$ cat config.mk
export PLATFORM = sky130hd
export DESIGN_NAME = bfaq_ctrl
export DESIGN_NICKNAME = d
export VERILOG_FILES = /design/src/bfaq_pkg.sv /design/src/bfaq_ctrl.sv
export SDC_FILE = /design/constraint.sdc
export NUM_CORES = 1
export LEC_CHECK = 0
export ABC_AREA = 1
export BUFFER_PORTS_ARGS = -buffer_cell sky130_fd_sc_hd__buf_2
export CAP_MARGIN = 20
export CORE_MARGIN = 1
export CORE_UTILIZATION = 48
export CTS_CLUSTER_SIZE = 10
export DETAILED_ROUTE_END_ITERATION = 10
export PLACE_DENSITY = 0.75
export SLEW_MARGIN = 20
export SYNTH_ARGS = -nofsm -noshare
export SYNTH_HDL_FRONTEND = slang
export SYNTH_SLANG_ARGS = --single-unit
$ cat constraint.sdc
create_clock -name clk -period 1.4 [get_ports clk]
set_input_delay 0.28 -clock clk [delete_from_list [all_inputs] [get_ports clk]]
set_output_delay 0.28 -clock clk [all_outputs]
set_load 0.05 [all_outputs]
$ cat src/bfaq_pkg.sv
`default_nettype none
// ----------------------------------------------------------------------------
// bfaq_pkg
// Shared constants, codes and types of the bloom filter add/query block.
// ----------------------------------------------------------------------------
package bfaq_pkg;

	// Store geometry
	localparam int STORE_BITS_LOG2 = 20;
	localparam int KEY_BYTES = 8;
	localparam int STORE_WORDS = 1 << (STORE_BITS_LOG2 - 6);
	localparam int ADDR_W = (STORE_BITS_LOG2 > 6) ? STORE_BITS_LOG2 - 6 : 1;
	localparam int POS_W = STORE_BITS_LOG2;
	localparam int CNT_W = STORE_BITS_LOG2 + 1;

	// Murmur constants
	localparam logic [63:0] MUR_M = 64'hc6a4a7935bd1e995;
	localparam int MUR_R = 47;

	// Item commands
	localparam logic [1:0] CMD_ADD = 2'd0;
	localparam logic [1:0] CMD_QUERY = 2'd1;
	localparam logic [1:0] CMD_CLEAR = 2'd2;

	// Configuration register indexes
	localparam logic [1:0] CFG_VERSION = 2'd0;
	localparam logic [1:0] CFG_BIT_COUNT = 2'd1;
	localparam logic [1:0] CFG_HASH_COUNT = 2'd2;

	// Position schemes
	localparam logic [1:0] VER_INDEX = 2'd0;
	localparam logic [1:0] VER_TABLE = 2'd1;
	localparam logic [1:0] VER_SLICE = 2'd2;

	// Datapath operations
	localparam logic [3:0] OP_NONE = 4'd0;
	localparam logic [3:0] OP_LATCH = 4'd1;
	localparam logic [3:0] OP_LOADH = 4'd2;
	localparam logic [3:0] OP_MUL0 = 4'd3;
	localparam logic [3:0] OP_MUL1 = 4'd4;
	localparam logic [3:0] OP_MUL2 = 4'd5;
	localparam logic [3:0] OP_XSH = 4'd6;
	localparam logic [3:0] OP_HXK = 4'd7;
	localparam logic [3:0] OP_MOD = 4'd8;
	localparam logic [3:0] OP_POS_ZERO = 4'd9;
	localparam logic [3:0] OP_TAKE = 4'd10;
	localparam logic [3:0] OP_SLICE = 4'd11;
	localparam logic [3:0] OP_RD = 4'd12;
	localparam logic [3:0] OP_CHK = 4'd13;
	localparam logic [3:0] OP_CLR = 4'd14;
	localparam logic [3:0] OP_OUT = 4'd15;

	typedef struct packed {
		logic [3:0] op;
		logic       tgt_k;
		logic       err;
	} bfaq_ctl_t;

	typedef struct packed {
		logic [1:0] cmd;
		logic [1:0] ver;
		logic       cfg_ok;
		logic       need_zero;
		logic       need_le_have;
		logic       len_full;
		logic       len_zero;
		logic       i_last;
		logic       bit_set;
		logic       mod_last;
		logic       clr_last;
		logic       out_free;
	} bfaq_sts_t;

	// Seed table for the table and slicing schemes
	function automatic logic [63:0] seed_tab(input logic [3:0] idx);
		logic [63:0] s;
		case (idx)
			4'd0: s = 64'h4b7db4c869874dd1;
			4'd1: s = 64'h43e9b39115fd33ba;
			4'd2: s = 64'h180be656098797e4;
			4'd3: s = 64'he21f17e9d2d0bae7;
			4'd4: s = 64'heaa42039facc7152;
			4'd5: s = 64'h0d3666daa04ff2fd;
			4'd6: s = 64'hcafb2c5b513bc4f0;
			4'd7: s = 64'hdbb86c8c0293d7be;
			4'd8: s = 64'hec978c08a6a50237;
			4'd9: s = 64'ha3601812c4207d5d;
			4'd10: s = 64'h6ad826554038feae;
			4'd11: s = 64'hebe6d4db55c4f77a;
			4'd12: s = 64'he976cceb2abbc306;
			4'd13: s = 64'heac2796bf5c2907b;
			4'd14: s = 64'h0673b5ce5e1e40fd;
			default: s = 64'h004e6cc070604495;
		endcase
		return s;
	endfunction

	// len * MUR_M for a key length of 0 to 8
	function automatic logic [63:0] len_mul(input logic [3:0] len);
		logic [63:0] r;
		case (len)
			4'd1: r = MUR_M;
			4'd2: r = 64'd2 * MUR_M;
			4'd3: r = 64'd3 * MUR_M;
			4'd4: r = 64'd4 * MUR_M;
			4'd5: r = 64'd5 * MUR_M;
			4'd6: r = 64'd6 * MUR_M;
			4'd7: r = 64'd7 * MUR_M;
			4'd8: r = 64'd8 * MUR_M;
			default: r = '0;
		endcase
		return r;
	endfunction

endpackage
`default_nettype wire

$ cat src/bfaq_ctrl.sv
`default_nettype none
// ----------------------------------------------------------------------------
// bfaq_ctrl
// Sequencer: dispatch, hash program, position loop, clear sweeps, result.
// ----------------------------------------------------------------------------
module bfaq_ctrl (
	input  wire logic                clk,
	input  wire logic                arst_n,
	input  wire logic                in_valid,
	output logic                     in_ready,
	input  wire bfaq_pkg::bfaq_sts_t sts,
	output bfaq_pkg::bfaq_ctl_t      ctl
);

	localparam logic [3:0] S_RCLR = 4'd0;
	localparam logic [3:0] S_IDLE = 4'd1;
	localparam logic [3:0] S_DISP = 4'd2;
	localparam logic [3:0] S_CLR = 4'd3;
	localparam logic [3:0] S_POS = 4'd4;
	localparam logic [3:0] S_HASH = 4'd5;
	localparam logic [3:0] S_MOD = 4'd6;
	localparam logic [3:0] S_SLICE = 4'd7;
	localparam logic [3:0] S_RD = 4'd8;
	localparam logic [3:0] S_CHK = 4'd9;
	localparam logic [3:0] S_DONE = 4'd10;

	localparam logic [4:0] STEP_LAST = 5'd16;

	logic [3:0] state_q, state_d;
	logic [4:0] step_q, step_d;
	logic       err_q, err_d;
	logic [3:0] hop;
	logic       htgt;

	// Hash program: Murmur64A as a list of single-unit steps
	always_comb begin
		htgt = 1'b0;
		case (step_q)
			5'd0: hop = bfaq_pkg::OP_LOADH;
			5'd1, 5'd5: begin hop = bfaq_pkg::OP_MUL0; htgt = 1'b1; end
			5'd2, 5'd6: begin hop = bfaq_pkg::OP_MUL1; htgt = 1'b1; end
			5'd3, 5'd7: begin hop = bfaq_pkg::OP_MUL2; htgt = 1'b1; end
			5'd4: begin hop = bfaq_pkg::OP_XSH; htgt = 1'b1; end
			5'd8: hop = bfaq_pkg::OP_HXK;
			5'd9, 5'd13: hop = bfaq_pkg::OP_MUL0;
			5'd10, 5'd14: hop = bfaq_pkg::OP_MUL1;
			5'd11, 5'd15: hop = bfaq_pkg::OP_MUL2;
			default: hop = bfaq_pkg::OP_XSH;
		endcase
	end

	// Next state and commands
	always_comb begin
		state_d = state_q;
		step_d = step_q;
		err_d = err_q;
		ctl.op = bfaq_pkg::OP_NONE;
		ctl.tgt_k = 1'b0;
		ctl.err = err_q;
		in_ready = 1'b0;
		unique case (state_q)
			S_RCLR: begin
				ctl.op = bfaq_pkg::OP_CLR;
				if (sts.clr_last) state_d = S_IDLE;
			end
			S_IDLE: begin
				in_ready = 1'b1;
				if (in_valid) begin
					ctl.op = bfaq_pkg::OP_LATCH;
					state_d = S_DISP;
				end
			end
			S_DISP: begin
				err_d = 1'b0;
				if (sts.cmd == bfaq_pkg::CMD_CLEAR) begin
					state_d = S_CLR;
				end else if (sts.cmd != bfaq_pkg::CMD_ADD && sts.cmd != bfaq_pkg::CMD_QUERY) begin
					state_d = S_DONE;
				end else if (!sts.cfg_ok) begin
					err_d = 1'b1;
					state_d = S_DONE;
				end else begin
					state_d = S_POS;
				end
			end
			S_CLR: begin
				ctl.op = bfaq_pkg::OP_CLR;
				if (sts.clr_last) state_d = S_DONE;
			end
			S_POS: begin
				step_d = '0;
				if (sts.ver == bfaq_pkg::VER_SLICE && sts.need_zero) begin
					ctl.op = bfaq_pkg::OP_POS_ZERO;
					state_d = S_RD;
				end else if (sts.ver == bfaq_pkg::VER_SLICE && sts.need_le_have) begin
					ctl.op = bfaq_pkg::OP_TAKE;
					state_d = S_RD;
				end else begin
					state_d = S_HASH;
				end
			end
			S_HASH: begin
				ctl.op = hop;
				ctl.tgt_k = htgt;
				if (step_q == 5'd0) begin
					if (sts.len_full) step_d = 5'd1;
					else if (sts.len_zero) step_d = 5'd12;
					else step_d = 5'd8;
				end else begin
					step_d = step_q + 1'b1;
				end
				if (step_q == STEP_LAST) begin
					state_d = (sts.ver == bfaq_pkg::VER_SLICE) ? S_SLICE : S_MOD;
				end
			end
			S_MOD: begin
				ctl.op = bfaq_pkg::OP_MOD;
				if (sts.mod_last) state_d = S_RD;
			end
			S_SLICE: begin
				ctl.op = bfaq_pkg::OP_SLICE;
				state_d = S_RD;
			end
			S_RD: begin
				ctl.op = bfaq_pkg::OP_RD;
				state_d = S_CHK;
			end
			S_CHK: begin
				ctl.op = bfaq_pkg::OP_CHK;
				if (sts.i_last || (sts.cmd == bfaq_pkg::CMD_QUERY && !sts.bit_set)) begin
					state_d = S_DONE;
				end else begin
					state_d = S_POS;
				end
			end
			S_DONE: begin
				if (sts.out_free) begin
					ctl.op = bfaq_pkg::OP_OUT;
					state_d = S_IDLE;
				end
			end
			default: state_d = S_IDLE;
		endcase
	end

	always_ff @(posedge clk or negedge arst_n) begin
		if (!arst_n) begin
			state_q <= S_RCLR;
			step_q <= '0;
			err_q <= 1'b0;
		end else begin
			state_q <= state_d;
			step_q <= step_d;
			err_q <= err_d;
		end
	end

endmodule
`default_nettype wire

* Yosys cells after proc, flatten, opt, wreduce, memory -nomap -nowiden
Cells that the tools add are included.
Word-level totals: register bits 10, latch bits 0, memory bits (writable) 0, memory bits (read-only) 0, input bits 17, logic and storage cells 85, memories kept 0
Cells by class: add/subtract/negate cells 1, $mul 0, divide/modulo/power cells 0, order comparisons 0, equality and inequality tests 35, shifts and indexed selects 0, muxes and demuxes 30, bitwise operators 0, reductions and logical operators 16
Operator list (number):
- 2-to-1 mux 4 bit | 16
- case mux 4 bit (11 select lines) | 1
- case mux 4 bit (9 select lines) | 1
- == test 5 x 4 -> 1 bit, second input constant | 7
- == test 5 x 3 -> 1 bit, second input constant | 4
- == test 4 x 3 -> 1 bit, second input constant | 4
- case mux 3 bit (5 select lines) | 1
- == test 4 bit, second input constant | 3
- != test 2 bit, second input constant | 6
- OR reduction 4 bit | 3
- == test 5 x 2 -> 1 bit, second input constant | 2
- case mux 5 bit (2 select lines) | 1
- == test 4 x 2 -> 1 bit, second input constant | 2
- 2-to-1 mux 1 bit | 8
- OR reduction 7 bit | 1
- AND reduction 6 bit | 1
- adder 5 x 1 -> 5 bit, second input constant | 1
- == test 5 x 1 -> 1 bit, second input constant | 1
- == test 5 bit, second input constant | 1
- zero test 5 bit | 1
- 2-to-1 mux 5 bit | 1
- == test 2 bit, second input constant | 2
- == test 4 x 1 -> 1 bit, second input constant | 1
- logical AND 1 bit | 4
- 8 further kinds | 9

* Logic depth before layout (Yosys ltp)
Gate-level depths: netlist of the first run.
depth in word-level cells 5, depth in mapped cells 11

* Least setup slack after synthesis of the first run
Ideal clock, no wire load.
path type flip-flop to output port, start point register state_q[1], end point output ctl[2] (netlist bit), arrival time 2.326 ns, required time 1.120 ns, path slack -1.206 ns, stages on the path, launching flop included 9, cell sequence dfrtp_1 > buf_6 > inv_2 > nand2_1 > nor3_1 > nand2_1 > nand3_1 > nor2_1 > nand2_1
RTL lines:
- start, declared | line bfaq_ctrl.sv:29 | logic [3:0] state_q, state_d;
- start signal, assigned | line bfaq_ctrl.sv:152 | state_q <= state_d;
- end, declared | line bfaq_ctrl.sv:12 | output bfaq_pkg::bfaq_ctl_t ctl

==> qor.yml, run 1 <==
status:
  status: "complete, but fails checks"
  violations: "setup timing"
clocking:
  clkSlewWorstSetupHoldPaths_ns: 0.07
  cts_root_buffer: "clkbuf_4"
  clockBufferDepth: 2
  cts-htree-levels: 1
  clk_latency_ns: 0.27
  cts.sinks: 10
  cts_tree: "yes"
  cts_inserted_buffers: 3
layout:
  layout_commonest_cell: "buf_4"
  syn_to_final_growth_pct: 74.44
  design_area_sq_um: 1844
  n_antenna_cell: 0
  final_nets: 270
  final_cells: 274
  final_cell_mix: "buf_4 (45), nand2_1 (36), nand3_1 (18)"
  drive_above_1_share: 0.5304
  fillers: 80
grt:
  grt.overflow.total: 0
  grt_pass1_vias: 1337
  gr-usage-all-layers: 0.3065
  grt_pass1_wl_mm: 5.782
  antenna_found_initial: 0
  grt_max_degree: 11
sta:
  finalSetupViolations: 13
  period_needed_ns: 2.004
  rsz0062_at_grt: "true"
  finClkSkew_ns: 0.003373
  fin_ws_ns: -0.6038
  finalHoldViolCount: 0
  max_slew.worst_pin.slew_ns: 0.2984
  max_freq_mhz: 499.1
  fin_crit_sh: 1.431
  slew_violations: 0
  hold_ws_ns: 0.2058
  maxSlewHeadroom: 0.8003
critical_path:
  crit_type: "register to output port"
  endpoint: "ctl[2]"
  cp_slowest_cell: "dfrtp_1"
  r2r_cells: 8
  cp-start-kind: "register"
  worstPathArrival_ns: 1.72
  crit_start: "step_q[1]"
  crit_fanout: 3
  reg2reg_to: "state_q[0]"
  rrSetupSlack_ns: -0.26
  cp_cell_sequence: "inv_2 -> ha_1 -> inv_2 -> nor2_4 -> nor2_2 -> nand3_1 -> nand3_1 -> nand2_2 -> buf_8"
  end_kind: "output port"
  critical-path-max-stage-delay_ns: 0.43
  crit_required_ns: 1.12
  rr_startpoint: "state_q[1]"
synthesis:
  synth_seq_cells: 10
  syn_area_per_cell_sq_um: 6.147
  netlist_area_sq_um: 1057
  postSynthCellCount: 172
  yosysWarnings: 0
  ys_seq_area_frac: 0.2367
  yosysUniqueCellTypes: 21
  synth_nets: 194
power_and_ir_drop:
  swShare: 0.5227
  irDropWorstVdd_mv: 1.793
  p_clk_frac: 0.051
  cellLeakagePower_uw: 0.0009992
  p_int_uw: 2031
  switchingPower_uw: 2224
  pwr-share-seq: 0.130
  comb_power_share: 0.819
  power_density_nw_per_um2: 2307
routing:
  via_count: 1532
  drc: 0
  drtIter0Drc: 104
  final_antenna_net_count: 0
  finalWirelength_mm: 4.637
  vias_per_cell: 5.591
  wl_per_cell_um: 16.92
  firstDrtPassIters: 4
floorplan:
  die_w_um: 48.93
  coreArea_sq_um: 2022
  ios: 24
  num_rows: 16
  initial_utilization: 0.5229
  design.die.area_sq_um: 2394
  dieHeight_um: 48.93
placement:
  post_dp_cell_area_sq_um: 1567
  finalWeightedCongestion: 0.9366
  hpwl_mm: 2.685
  dp_cells: 261
  numPortBuffers: 23
job:
  maxCapViolCount: 0
min_path:
  holdPathStages: 2
  min_from: "sts[9]"
  min_path_type: "primary input to register"
per-stage QoR:
step	util	total power, uW	setup TNS (ns)	worst slack (ns)
detailed placement	0.7748	3121	-1.705	-0.2948
finish	0.9121	4255	-4.071	-0.6038
global placement	0.7748	3033	-1.310	-0.2590
CTS	0.8329	3603	-2.753	-0.4638
floorplan	-	2162	-1.402	-0.4999
global route	0.9121	4438	-4.734	-0.6460
cells by family after synthesis:
logic type / synth area share
AO/OA/AOI/OAI: 0.09230
XOR/XNOR: 0.01657
adder cells (fa/ha/maj): 0.05917
buffers and inverters: 0.1278
flip-flops: 0.2367
AND/OR/NAND/NOR: 0.4675
synthesized netlist by cell type:
cell type,count,share of area
nor3_1,2,0.0095
ha_1,5,0.059
nor2_1,19,0.067
dfrtp_1,10,0.24
inv_2,2,0.0071
nand3b_1,3,0.021
nand2_1,44,0.16
buf_4,1,0.0071
o211ai_1,3,0.021
a21oi_1,4,0.019
buf_6,2,0.021
nand3_1,23,0.11
inv_1,26,0.092
or2_2,1,0.0059
xor2_1,2,0.017
nor2_2,5,0.030
nor2_4,2,0.021
o31ai_1,2,0.014
nand2_2,7,0.041
nand4_1,1,0.0059
o21ai_0,8,0.038
layer usage:
metal	part of all wire	global-route usage	up-vias
met1	0.39	0.4058	717
li1	-	-	695
met5	0	0	-
met2	0.48	0.5394	98
met4	0.043	0.08824	0
met3	0.091	0.01246	22
worst min-delay path by stage:
stage                 end  slack (ns)
floorplan           err_q       -0.02
global placement    err_q        0.15
detailed placement  err_q        0.15
CTS                 err_q        0.21
global route        err_q        0.21
finish              err_q        0.21
registers in the layout (all words and copies together), names as in the netlist:
register  flops
step_q        5
state_q       4
err_q         1
critical path, delay by kind of cell, from the launching register on:
| family | cells | cell delay, ns |
|---|---|---|
| DFF | 1 | 0.43 |
| buffers and inverters | 3 | 0.33 |
| and+or+nand+nor | 5 | 0.46 |
| adders and majority gates | 1 | 0.24 |
what timing repair did:
action,4_1_cts,5_1_grt
resized for setup,25,32
pin swaps,8,16
endpoints found under the setup margin,12,14
endpoints found under the hold margin,10,0
setup buffers,1,9
hold buffers,1,0
area by class of cell:
class                      count  area, sq um  area share
clock buffer                   4        26.28     0.01425
tap                           27        33.78     0.01832
timing repair buffer          74        568.0      0.3080
sequential                    10        254.0      0.1377
multi-input combinational    131        854.6      0.4634
inverter                      28        107.6     0.05834
power groups by stage:
stage | Sequential (uW) | Clock [uW] | Combinational [uW]
after floorplan | 497 | 0 | 1670
after global placement | 506 | 0 | 2530
after detailed placement | 515 | 0 | 2610
after CTS | 516 | 210 | 2880
after global routing | 555 | 229 | 3650
final | 553 | 216 | 3490
Note: power is estimated with default switching activity, not from simulation.
==> run 2, diff against run 1 <==
==> constraint.sdc (replaced) <==
create_clock -name clk -period 1.4 [get_ports clk]
set_input_delay 0 -clock clk [delete_from_list [all_inputs] [get_ports clk]]
set_output_delay 0 -clock clk [all_outputs]
set_load 0.05 [all_outputs]
==> run 2 against run 1 <==
Against the previous run:
- the run still ends with setup timing left
- global-route usage increased by 3.6 points
- hold slack worse by 0.095 ns
- register-to-register slack better by 0.10 ns
- via count increased by 5.7%
- non-clock buffer count down 16
- setup slack better by 0.32 ns
- critical path type unchanged
- highest routed layer unchanged
==> qor.yml, run 2 (same netlist as run 1, synthesis figures left out) <==
routing:
  vias_per_cell: 6.279  # +12%
  final_antenna_net_count: 0  # unchanged
  drtIter0Drc: 124  # +19%
  firstDrtPassIters: 4  # unchanged
  finalWirelength_mm: 5.249  # +13%
  drc: 0  # unchanged
  via_count: 1620  # +5.7%
  wl_per_cell_um: 20.34  # +20%
min_path:
  min_path_type: "primary input to asynchronous set/reset pin"
placement:
  finalWeightedCongestion: 0.9115  # -2.7%
  numPortBuffers: 23  # unchanged
  dp_cells: 230  # -12%
  hpwl_mm: 2.205  # -18%
status:
  status: "complete, but fails checks"
  violations: "setup timing"
floorplan:
  dieHeight_um: 48.93  # unchanged
  ios: 24  # unchanged
  num_rows: 16  # unchanged
  design.die.area_sq_um: 2394  # unchanged
  initial_utilization: 0.5229  # unchanged
  coreArea_sq_um: 2022  # unchanged
  die_w_um: 48.93  # unchanged
power_and_ir_drop:
  irDropWorstVdd_mv: 1.815  # +1.2%
  cellLeakagePower_uw: 0.0009982  # about the same
  power_density_nw_per_um2: 2321  # +0.61%
sta:
  fin_crit_sh: 1.206  # -0.2256
  finClkSkew_ns: 0.005734  # +0.002361 ns
  maxSlewHeadroom: 0.6641  # -0.1363
  fin_ws_ns: -0.2880  # +0.3158 ns
  rsz0062_at_grt: "true"
  slew_violations: 0  # unchanged
  period_needed_ns: 1.688  # -0.3158 ns
  max_slew.worst_pin.slew_ns: 0.4986  # +0.2002 ns
  hold_ws_ns: 0.1110  # -0.09475 ns
  finalHoldViolCount: 0  # unchanged
  max_freq_mhz: 592.4  # +19%
  finalSetupViolations: 14  # +1
critical_path:
  cp-start-kind: "register"
  cp_cell_sequence: "inv_2 -> ha_4 -> nand4_1 -> nand3_1 -> nand3_2 -> nand2_2 -> buf_8"
  crit_required_ns: 1.40  # +0.28 ns
  cp_slowest_cell: "dfrtp_1"
  end_kind: "output port"
  critical-path-max-stage-delay_ns: 0.43  # about the same
  worstPathArrival_ns: 1.69  # -0.03 ns
  crit_type: "register to output port"
  crit_fanout: 4  # +1
layout:
  reg_top3: "step_q: 5 flops, state_q: 4 flops, err_q: 1 flops"
  final_nets: 254  # -5.9%
  final_cells: 258  # -5.8%
  drive_above_1_share: 0.5758  # +0.04539
  final_core_util: 0.9375  # +0.02537
  syn_to_final_growth_pct: 79.29
  largest-register: "step_q"
  n_antenna_cell: 0  # unchanged
  largest_reg_flops: 5  # unchanged
  layout_commonest_cell: "nand2_1"
  final_cell_mix: "nand2_1 (29), buf_4 (20), inv_1 (19)"
clocking:
  clockBufferDepth: 2  # unchanged
  cts_tree: "yes"
  cts.sinks: 10  # unchanged
  clk_latency_ns: 0.27  # about the same
  cts_root_buffer: "clkbuf_4"
  cts-htree-levels: 1  # unchanged
  cts_inserted_buffers: 3  # unchanged
  clkSlewWorstSetupHoldPaths_ns: 0.07  # about the same
grt:
  grt_pass1_vias: 1327  # -0.75%
  grt_max_degree: 11  # unchanged
  gr-usage-all-layers: 0.3421  # +0.03567
  antenna_found_initial: 0  # unchanged
  grt_pass1_wl_mm: 6.223  # +7.6%
  grt.overflow.total: 0  # unchanged
job:
  maxCapViolCount: 0  # unchanged
-- run 2: cell types whose count changed in the layout (fill, tap and decap cells not counted), sizes merged --
cell,change
buf,-18
dlygate4sd3,+2
-- run 2: path summary, 6_finish.rpt --
check	depth (start not counted)	startpoint	to	slack, ns
max	7	step_q[1]	ctl[2]	-0.29
min	2	arst_n	state_q[1]	0.11
max reg2reg	7	step_q[1]	step_q[2]	-0.16
min reg2reg	2	err_q	err_q	0.55
max in group asynchronous	2	arst_n	step_q[0]	1.08
min in group clk	3	sts[0]	state_q[3]	0.14
-- run 2: layer usage --
metal / global-route usage / vias to the layer above / wire, um
met4: 0.1127 / 0 / 368
met3: 0.02492 / 51 / 696
li1: - / 665 / -
met1: 0.4699 / 733 / 1839
met2: 0.5671 / 171 / 2344
met5: 0 / - / 0
-- run 2: final cells by class --
| cell class | instances | area [sq um] |
|---|---|---|
| Clock buffer | 4 | 36.28 |
| Fill cell | 63 | 126.4 |
| Inverter | 28 | 107.6 |
| Multi-Input combinational cell | 131 | 975.9 |
| Sequential cell | 10 | 254.0 |
| Tap cell | 27 | 33.78 |
| Timing Repair Buffer | 58 | 488.0 |
-- run 2: where the power goes --
group	internal [uW]	switching [uW]	total (uW)
clock	158	104	262
combinational	1460	2130	3590
sequential	389	159	548
total	2000	2400	4400
-- run 2: what timing repair did --
item,CTS,global route
hold buffers,3,0
resized for setup,55,47
endpoints found under the setup margin,14,14
endpoints found under the hold margin,11,0
cloned,0,0
setup buffers,16,7
pin swaps,26,21
-- run 2: worst max-delay path: cells and delay by family (launching register included) --
family,cells,cell delay [ns]
adder cells (fa/ha/maj),1,0.18
buffers and inverters,2,0.28
flip-flops,1,0.43
AND/OR/NAND/NOR,4,0.53
-- run 2: stage by stage --
step / total power (uW) / setup slack, ns / area, sq um / setup TNS, ns
after floorplan: 2055 / -0.2199 / 1100 / -0.4321
after global placement: 2499 / -0.01083 / 1301 / -0.01939
after detailed placement: 2540 / -0.09133 / 1301 / -0.2929
after CTS: 3544 / -0.1914 / 1692 / -0.7578
after global routing: 4530 / -0.3462 / 1896 / -2.576
final: 4400 / -0.2880 / 1896 / -2.012
